<file path="src/hdl/rtc_cal_pkg.sv">
// types, constants and calendar helper functions shared by the calendar clock
package rtc_cal_pkg;

    typedef enum logic [1:0] {
        KIND_TICK     = 2'd0,
        KIND_SET_TIME = 2'd1,
        KIND_SET_DATE = 2'd2
    } kind_t;

    typedef enum logic [1:0] {
        ST_OK       = 2'd0,
        ST_BAD_TIME = 2'd1,
        ST_BAD_DATE = 2'd2
    } status_t;

    typedef struct packed {
        logic [13:0] year;
        logic [3:0]  month;
        logic [4:0]  day;
        logic [5:0]  seconds;
        logic [5:0]  minutes;
        logic [4:0]  hours;
    } rtc_time_t;

    localparam int InWidth  = 56;
    localparam int OutWidth = 48;

    localparam logic [13:0] YearMinSet = 14'd1800;
    localparam logic [13:0] YearMax    = 14'd9999;
    localparam logic [13:0] ResetYear  = 14'd1971;
    localparam logic [4:0]  HoursMax   = 5'd23;
    localparam logic [5:0]  MinSecMax  = 6'd59;
    localparam logic [3:0]  MonthMax   = 4'd12;
    localparam logic [3:0]  MonthFeb   = 4'd2;
    localparam logic [3:0]  MonthApr   = 4'd4;
    localparam logic [3:0]  MonthJun   = 4'd6;
    localparam logic [3:0]  MonthSep   = 4'd9;
    localparam logic [3:0]  MonthNov   = 4'd11;

    // inverse of 25 modulo 2^14, and the largest product that marks a multiple of 25
    localparam logic [13:0] Inv25      = 14'd7209;
    localparam logic [13:0] Mult25Max  = 14'd655;

    localparam rtc_time_t ResetTime = '{
        year:    ResetYear,
        month:   4'd1,
        day:     5'd1,
        seconds: 6'd0,
        minutes: 6'd0,
        hours:   5'd0
    };

    // 4/100/400 rule: a century is a multiple of 4 and of 25, and 400 is 16 times 25
    function automatic logic is_leap(input logic [13:0] year);
        logic [13:0] prod;
        logic        by25;
        prod = year * Inv25;
        by25 = (prod <= Mult25Max);
        return ((year[1:0] == 2'b00) && !by25) || ((year[3:0] == 4'b0000) && by25);
    endfunction

    function automatic logic [4:0] month_len(input logic [3:0] month, input logic [13:0] year);
        logic [4:0] len;
        unique case (month)
            MonthApr, MonthJun, MonthSep, MonthNov: len = 5'd30;
            MonthFeb: len = is_leap(year) ? 5'd29 : 5'd28;
            default:  len = 5'd31;
        endcase
        return len;
    endfunction

endpackage

</file>
<file path="src/hdl/calendar_clock_with_set_top.sv">
// calendar clock top level: input register, calendar update, result register
// a word accepted into the input register raises m_tvalid once it moves on into the result register
// throughput: one word per cycle while m_tready stays high; a held result stalls s_tready
// the calendar update is one combinational pass between the input and result registers
// reset clears both valid flags and loads 00:00:00 on 1 January 1971
module calendar_clock_with_set_top (
    input  logic                            aclk,
    input  logic                            aresetn,
    input  logic                            s_tvalid,
    output logic                            s_tready,
    // new_hours, new_minutes, new_seconds, new_day, new_month, new_year, zero fill
    input  logic [rtc_cal_pkg::InWidth-1:0] s_tdata,
    // kind
    input  logic [1:0]                      s_tuser,
    output logic                            m_tvalid,
    input  logic                            m_tready,
    // hours_now, minutes_now, seconds_now, day_now, month_now, year_now, status, zero fill
    output logic [rtc_cal_pkg::OutWidth-1:0] m_tdata
);

    logic                   in_valid_reg;
    logic [1:0]             in_kind_reg;
    logic [48:0]            in_data_reg;
    logic                   out_valid_reg;
    rtc_cal_pkg::status_t   out_status_reg;
    rtc_cal_pkg::rtc_time_t state_reg;
    rtc_cal_pkg::rtc_time_t state_next;
    rtc_cal_pkg::status_t   status_next;
    logic                   advance;

    // the input stage moves on when the result register is free or being emptied
    assign advance  = in_valid_reg && (!out_valid_reg || m_tready);
    assign s_tready = !in_valid_reg || advance;

    always_ff @(posedge aclk) begin
        if (!aresetn) begin
            in_valid_reg <= 1'b0;
        end else if (s_tready) begin
            in_valid_reg <= s_tvalid;
        end
    end

    always_ff @(posedge aclk) begin
        if (s_tvalid && s_tready) begin
            in_kind_reg <= s_tuser;
            in_data_reg <= s_tdata[48:0];
        end
    end

    rtc_cal_step u_step (
        .kind        (in_kind_reg),
        .new_hours   (in_data_reg[6:0]),
        .new_minutes (in_data_reg[13:7]),
        .new_seconds (in_data_reg[20:14]),
        .new_day     (in_data_reg[27:21]),
        .new_month   (in_data_reg[34:28]),
        .new_year    (in_data_reg[48:35]),
        .cur         (state_reg),
        .nxt         (state_next),
        .status      (status_next)
    );

    always_ff @(posedge aclk) begin
        if (!aresetn) begin
            state_reg     <= rtc_cal_pkg::ResetTime;
            out_valid_reg <= 1'b0;
        end else begin
            if (advance) begin
                state_reg <= state_next;
            end
            if (advance) begin
                out_valid_reg <= 1'b1;
            end else if (m_tready) begin
                out_valid_reg <= 1'b0;
            end
        end
    end

    always_ff @(posedge aclk) begin
        if (advance) begin
            out_status_reg <= status_next;
        end
    end

    // the result word shows the state register, which holds the time after the last word
    assign m_tvalid = out_valid_reg;
    assign m_tdata  = {6'd0, out_status_reg, state_reg.year, state_reg.month, state_reg.day,
                       state_reg.seconds, state_reg.minutes, state_reg.hours};

    a_time_range: assert property (@(posedge aclk) disable iff (!aresetn)
        (state_reg.hours <= rtc_cal_pkg::HoursMax) && (state_reg.minutes <= rtc_cal_pkg::MinSecMax)
        && (state_reg.seconds <= rtc_cal_pkg::MinSecMax))
        else $error("time of day out of range");

    a_date_range: assert property (@(posedge aclk) disable iff (!aresetn)
        (state_reg.month != 4'd0) && (state_reg.month <= rtc_cal_pkg::MonthMax)
        && (state_reg.year <= rtc_cal_pkg::YearMax) && (state_reg.day != 5'd0)
        && (state_reg.day <= rtc_cal_pkg::month_len(state_reg.month, state_reg.year)))
        else $error("calendar date out of range");

    a_state_hold: assert property (@(posedge aclk) disable iff (!aresetn)
        !advance |=> $stable(state_reg))
        else $error("calendar changed without a word moving on");

    a_bad_keeps: assert property (@(posedge aclk) disable iff (!aresetn)
        advance && (status_next != rtc_cal_pkg::ST_OK) |=> $stable(state_reg))
        else $error("rejected set command changed the calendar");

endmodule

</file>
<file path="src/hdl/rtc_cal_step.sv">
// next time and date and status for one word, from the current state
module rtc_cal_step (
    input  logic [1:0]             kind,
    input  logic [6:0]             new_hours,
    input  logic [6:0]             new_minutes,
    input  logic [6:0]             new_seconds,
    input  logic [6:0]             new_day,
    input  logic [6:0]             new_month,
    input  logic [13:0]            new_year,
    input  rtc_cal_pkg::rtc_time_t cur,
    output rtc_cal_pkg::rtc_time_t nxt,
    output rtc_cal_pkg::status_t   status
);

    logic       sec_wrap;
    logic       min_wrap;
    logic       hour_wrap;
    logic       day_wrap;
    logic       month_wrap;
    logic       time_ok;
    logic       date_ok;
    logic [4:0] set_len;

    assign sec_wrap   = (cur.seconds >= rtc_cal_pkg::MinSecMax);
    assign min_wrap   = (cur.minutes >= rtc_cal_pkg::MinSecMax);
    assign hour_wrap  = (cur.hours >= rtc_cal_pkg::HoursMax);
    assign day_wrap   = (cur.day >= rtc_cal_pkg::month_len(cur.month, cur.year));
    assign month_wrap = (cur.month >= rtc_cal_pkg::MonthMax);

    assign time_ok = (new_hours <= {2'b00, rtc_cal_pkg::HoursMax})
                  && (new_minutes <= {1'b0, rtc_cal_pkg::MinSecMax})
                  && (new_seconds <= {1'b0, rtc_cal_pkg::MinSecMax});

    assign set_len = rtc_cal_pkg::month_len(new_month[3:0], new_year);

    assign date_ok = (new_month != 7'd0)
                  && (new_month <= {3'b000, rtc_cal_pkg::MonthMax})
                  && (new_day != 7'd0)
                  && (new_day <= {2'b00, set_len})
                  && (new_year >= rtc_cal_pkg::YearMinSet)
                  && (new_year <= rtc_cal_pkg::YearMax);

    always_comb begin
        nxt    = cur;
        status = rtc_cal_pkg::ST_OK;
        unique case (kind)
            rtc_cal_pkg::KIND_TICK: begin
                // ripple the carry through each field only when all below wrap
                nxt.seconds = sec_wrap ? 6'd0 : cur.seconds + 6'd1;
                if (sec_wrap) begin
                    nxt.minutes = min_wrap ? 6'd0 : cur.minutes + 6'd1;
                end
                if (sec_wrap && min_wrap) begin
                    nxt.hours = hour_wrap ? 5'd0 : cur.hours + 5'd1;
                end
                if (sec_wrap && min_wrap && hour_wrap) begin
                    nxt.day = day_wrap ? 5'd1 : cur.day + 5'd1;
                    if (day_wrap) begin
                        nxt.month = month_wrap ? 4'd1 : cur.month + 4'd1;
                        if (month_wrap) begin
                            nxt.year = (cur.year >= rtc_cal_pkg::YearMax) ? 14'd0
                                     : cur.year + 14'd1;
                        end
                    end
                end
            end
            rtc_cal_pkg::KIND_SET_TIME: begin
                if (time_ok) begin
                    nxt.hours   = new_hours[4:0];
                    nxt.minutes = new_minutes[5:0];
                    nxt.seconds = new_seconds[5:0];
                end else begin
                    status = rtc_cal_pkg::ST_BAD_TIME;
                end
            end
            rtc_cal_pkg::KIND_SET_DATE: begin
                if (date_ok) begin
                    nxt.day   = new_day[4:0];
                    nxt.month = new_month[3:0];
                    nxt.year  = new_year;
                end else begin
                    status = rtc_cal_pkg::ST_BAD_DATE;
                end
            end
            default: begin
                nxt = cur;
            end
        endcase
    end

endmodule

</file>
<file path="config.mk">
export PLATFORM = sky130hd
export DESIGN_NAME = calendar_clock_with_set_top
export DESIGN_NICKNAME = d
export VERILOG_FILES = /design/src/hdl/rtc_cal_pkg.sv /design/src/hdl/calendar_clock_with_set_top.sv /design/src/hdl/rtc_cal_step.sv
export SDC_FILE = /design/constraint.sdc
export NUM_CORES = 1
export LEC_CHECK = 0
export ABC_AREA = 0
export ABC_CLOCK_PERIOD_IN_PS = 17300
export BUFFER_PORTS_ARGS = -buffer_cell sky130_fd_sc_hd__clkbuf_2
export CAP_MARGIN = 20
export CORE_AREA = 5 5 128 130
export DETAILED_ROUTE_END_ITERATION = 10
export DIE_AREA = 0 0 133 135
export PLACE_DENSITY = 0.68
export SLEW_MARGIN = 20
export SYNTH_ARGS = -nofsm -noshare
export SYNTH_HDL_FRONTEND = slang
export SYNTH_SLANG_ARGS = --single-unit
</file>
<file path="constraint.sdc">
create_clock -name aclk -period 17.3 [get_ports aclk]
set_input_delay 3.46 -clock aclk [delete_from_list [all_inputs] [get_ports aclk]]
set_output_delay 3.46 -clock aclk [all_outputs]
set_load 0.03 [all_outputs]
</file>
After elaboration in Yosys (flattened, before gate mapping)

Cells that the tools add are included.

Add/subtract/negate cells: 6
Multipliers: 2
$lt $le $gt $ge: 15
Equality and inequality tests: 19
Mux-type cells: 24
Reduce and logical (&&, ||, !) cells: 41

Operators by type and width:

| operator               | number |
|---|---|
| $mux 23                | 2 |
| $pmux 23 s2            | 1 |
| $pmux 17 s2            | 1 |
| $le 14x10->1 const B   | 2 |
| $mul 14x13->14 const B | 2 |
| $mux 14                | 2 |
| $pmux 5 s2             | 2 |
| $mux 18                | 1 |
| $mux 6                 | 3 |
| $mux 17                | 1 |
| $eq 4x3->1 const B     | 4 |
| $eq 4x4->1 const B     | 4 |
| $logic_and 1x1->1      | 15 |
| $mux 5                 | 3 |
| $add 14x1->14 const B  | 1 |
| $ge 14x11->1 const B   | 1 |
| $ge 14x14->1 const B   | 1 |
| $le 14x14->1 const B   | 1 |
| $le 7x6->1 const B     | 2 |
| $ne 2x1->1 const B     | 7 |
| $reduce_bool 7->1      | 2 |
| $add 6x1->6 const B    | 2 |
| $ge 6x6->1 const B     | 2 |
| $reduce_and 4->1       | 3 |
| other kinds (24)       | 42 |

Register bits after elaboration: 95
Input bits: 62

Logic depth before layout (Yosys ltp)

Depth in word-level cells: 13
Gate-level depth with buffers: 22
Mapped depth without buffers: 21

Cells and area by module

A second synthesis with hierarchy kept.

Cell total of the unflattened synthesis: 809
Area, all modules: 7568.5 sq um

By module, submodules not included:

| module                      | times used | cells an instance | area each (sq um) | sequential area each (sq um) |
|---|---|---|---|---|
| rtc_cal_step                | 1          | 564               | 4207.8            | 0.0 |
| calendar_clock_with_set_top | 1          | 245               | 3360.7            | 2432.3 |

Worst setup path before layout

Ideal clock, no wire load.

Kind: input -> output
Start point: input m_tready
End point: output s_tready
Data arrival time: 3.911 ns
Data required time: 13.840 ns
Path slack: 9.929 ns
Cell stages on the path: 2
Buffers on the path: 0
Path through: nor2b_1 -> nand2_1

Word-level cells in the longest chain between the ends: 3

Ends and longest elaborated chain:

| element           | RTL line                          | RTL |
|---|---|---|
| start, declared   | calendar_clock_with_set_top.sv:16 | `input logic m_tready,` |
| $logic_or 1x1->1  | calendar_clock_with_set_top.sv:32 | `assign advance = in_valid_reg && (!out_valid_reg \|\| m_tready);` |
| $logic_and 1x1->1 | calendar_clock_with_set_top.sv:32 |  |
| $logic_or 1x1->1  | calendar_clock_with_set_top.sv:33 | `assign s_tready = !in_valid_reg \|\| advance;` |
| end, declared     | calendar_clock_with_set_top.sv:10 | `output logic s_tready,` |

Every way passes these cells.

Final worst setup path

Ends and elaborated chain as after synthesis.

==> out/metrics.cfg <==
[critical_path]
cp-start-kind = input pin
rr_endpoint = m_tdata[31]$_SDFFE_PN1P_
r2r-start = in_data_reg[35]$_DFFE_PP_
setup.worst_path.class = input pin to output port
cp_slowest_cell = nor2b_1
worstPathCellList = clkbuf_2 > nor2b_1 > nand2_1 > clkbuf_2
end_kind = output port
r2r_slack_ns = 11.18
cp_data_required_time_ns = 13.84
crit_fanout = 5
r2r_cells = 20
slowest_delay_ns = 0.29
arrival_ns = 4.15
timing.critical_path.mode_cell = clkbuf_2

[clock_tree]
clock_sinks = 95
htreeDepth = 3
cts_setup_buffers = 0
holdBufCountCts = 0
numCtsBuffers = 9
clk_path_buf_depth = 2
clk-insertion-delay-late_ns = 0.34
cts_resized = 0
tritoncts = done
clkSlewWorstSetupHoldPaths_ns = 0.06
cts-root-buf = clkbuf_16

[cells_and_area]
final_cells = 1003
largest_register_ffs = 49
area_delta_synth_final_pct = 13.3
final_area_um2 = 7910
diodes = 0
nNetsFinal = 988
layout-drive-gt1-share_pct = 16.7
fill_cells = 1368

[pwr]
power.total_w = 0.000600
leakagePower_nw = 3.50
ir_drop_mv = 0.0648
p_per_area_nw_per_um2 = 76.0

[placed_design]
pre_cts_ws_ns = 9.72
dpl_cell_area_um2 = 7620
dp.cells = 987
gp_congestion = 0.824
io_buffers = 98
dpl.hpwl_um = 11900

[global_routing]
gr-usage-met3_pct = 2.72
grt_usage_pct = 17.9
grt_max_degree = 52
busiest_layer = met2
gr-usage-met1_pct = 25.3
globalRouteMet2Util_pct = 28.3
antenna_found_initial = 0
grt-ovfl-total = 0
grt_pass1_vias = 5382
grt_pass1_wl_um = 26400

[synth]
synthArstFlopShare_pct = 0
synthFlopType = edfxtp_1
ys_top_cells_by_area = edfxtp_1 (23%), ha_1 (17%), dfxtp_1 (12%), fa_1 (6.3%), inv_1 (4.8%)
yosys_warnings = 0
synth_area_per_cell_um2 = 9.72
ys_seq_area_share_pct = 34.9
synth_top_area_share_pct = 22.8
ys_types = 64
yosys.area.top_type = edfxtp_1
post-synth-top-count-cell = ha_1
synth_cells = 718
synth_seq_cells = 95
syn-cell-area_um2 = 6980
synth-edff-count = 53
synth_top_cells_by_count = ha_1 (94), inv_1 (89), nor2_1 (56)

[die]
dieArea_um2 = 18000
rows = 45
initial_core_util_pct = 46.4
die_y_um = 135
ios = 112
coreArea_um2 = 15000
die_w_um = 133

[worst_hold_path]
hold_path_end = m_tdata[12]$_SDFFE_PN0P_
hold_depth = 2
min-delay-start = m_tdata[12]$_SDFFE_PN0P_
hold_path_class = flop to flop

[sta]
max_freq_ghz = 0.131
skew_ns = 0.0117
relSlewSlack_pct = 40.4
tns_ns = 0
setup_viol = 0
finalCritPeriodShare_pct = 44.0
fin_crit_ns = 7.61
slew_violations = 0
hold_violations = 0
tightest_slew_ns = 0.894
rsz0062_at_grt = no
setup_slack_ns = 9.69

[route]
final_antenna_net_count = 0
dr.pass1.iters = 5
vias = 5482
drt-total-wl_um = 15400
drc = 0
first_iter_violations = 256
wire_per_inst_um = 15.4
routed_via_density = 5.47

[job]
maxCapViolCount = 0

[run_status]
outcome = finished clean

-- cell type report --
class                   count  area (µm²)  share of cell area, %
clock inverters             5        38.8                  0.491
inverters                  90         338                   4.27
repair buffers            101         513                   6.49
multi-input cells         513        4110                   51.9
clock buffers              11         243                   3.07
well taps                 188         235                   2.98
flip-flops and latches     95        2430                   30.8
-- worst max-delay path by stage --
stage | start | endpoint | slack (ns) | cells after the start
6_report | m_tready | s_tready | 9.69 | 4
5_1_grt | m_tready | s_tready | 9.62 | 4
4_1_cts | m_tready | s_tready | 9.72 | 4
3_5_place_dp | m_tready | s_tready | 9.72 | 4
3_3_place_gp | m_tready | s_tready | 9.72 | 4
2_1_floorplan | m_tready | s_tready | 9.93 | 2
-- worst max-delay path, delay by kind of cell --
kind                   cells  cell delay, ns
and+or+nand+nor            2            0.41
buffers and inverters      2            0.28
-- metrics by stage --
stage,hold slack [ns],utilization (%)
detailed placement,0.525,50.7
finish,0.533,52.6
floorplan,0.500,-
global route,0.561,52.6
global placement,0.519,50.7
CTS,0.537,52.6
-- cells in the final DEF, fill, tap and decap left out, types with 7 or more instances in the layout --
master	netlist	final
mux2i_1	9	9
nor3_1	16	16
clkbuf_2	0	98
a31oi_1	9	9
and3_1	8	8
clkbuf_16	0	9
nand2b_1	8	8
nand2_1	47	47
a211oi_1	12	12
fa_1	22	22
dfxtp_1	42	42
a21oi_1	38	38
nor2_1	56	56
nor4_1	7	7
edfxtp_1	53	53
xnor2_1	26	26
o21ai_0	26	26
o211ai_1	15	15
nand3_1	14	14
ha_1	94	94
inv_1	89	89
-- cells by family (layout without fill, tap and decap cells) --
logic type                 after synthesis  in the layout  share of synthesized area, %
adders and majority gates              116            116                          23.2
muxes                                    9              9                          1.29
buffers and inverters                  115            207                          6.72
and+or+nand+nor                        182            182                          12.6
DFF                                     95             95                          34.9
other                                    1              6                        0.0537
xor gates and xnor gates                32             32                          4.02
AOI/OAI and AO/OA                      168            168                          17.3
-- power by group --
part	internal (W)	switching (W)	leakage, nW
sequential	0.000249	0.0000110	0.858
clock	0.000103	0.0000857	0.137
combinational	0.0000670	0.0000851	2.51
total	0.000419	0.000182	3.50
-- per-layer routing --
| layer | wire length, µm | vias to the layer above |
|---|---|---|
| met5 | 0 | - |
| met4 | 178 | 0 |
| met3 | 699 | 13 |
| met2 | 7090 | 142 |
| met1 | 7470 | 2578 |
| li1 | - | 2749 |
(Power assumes the default switching activity.)
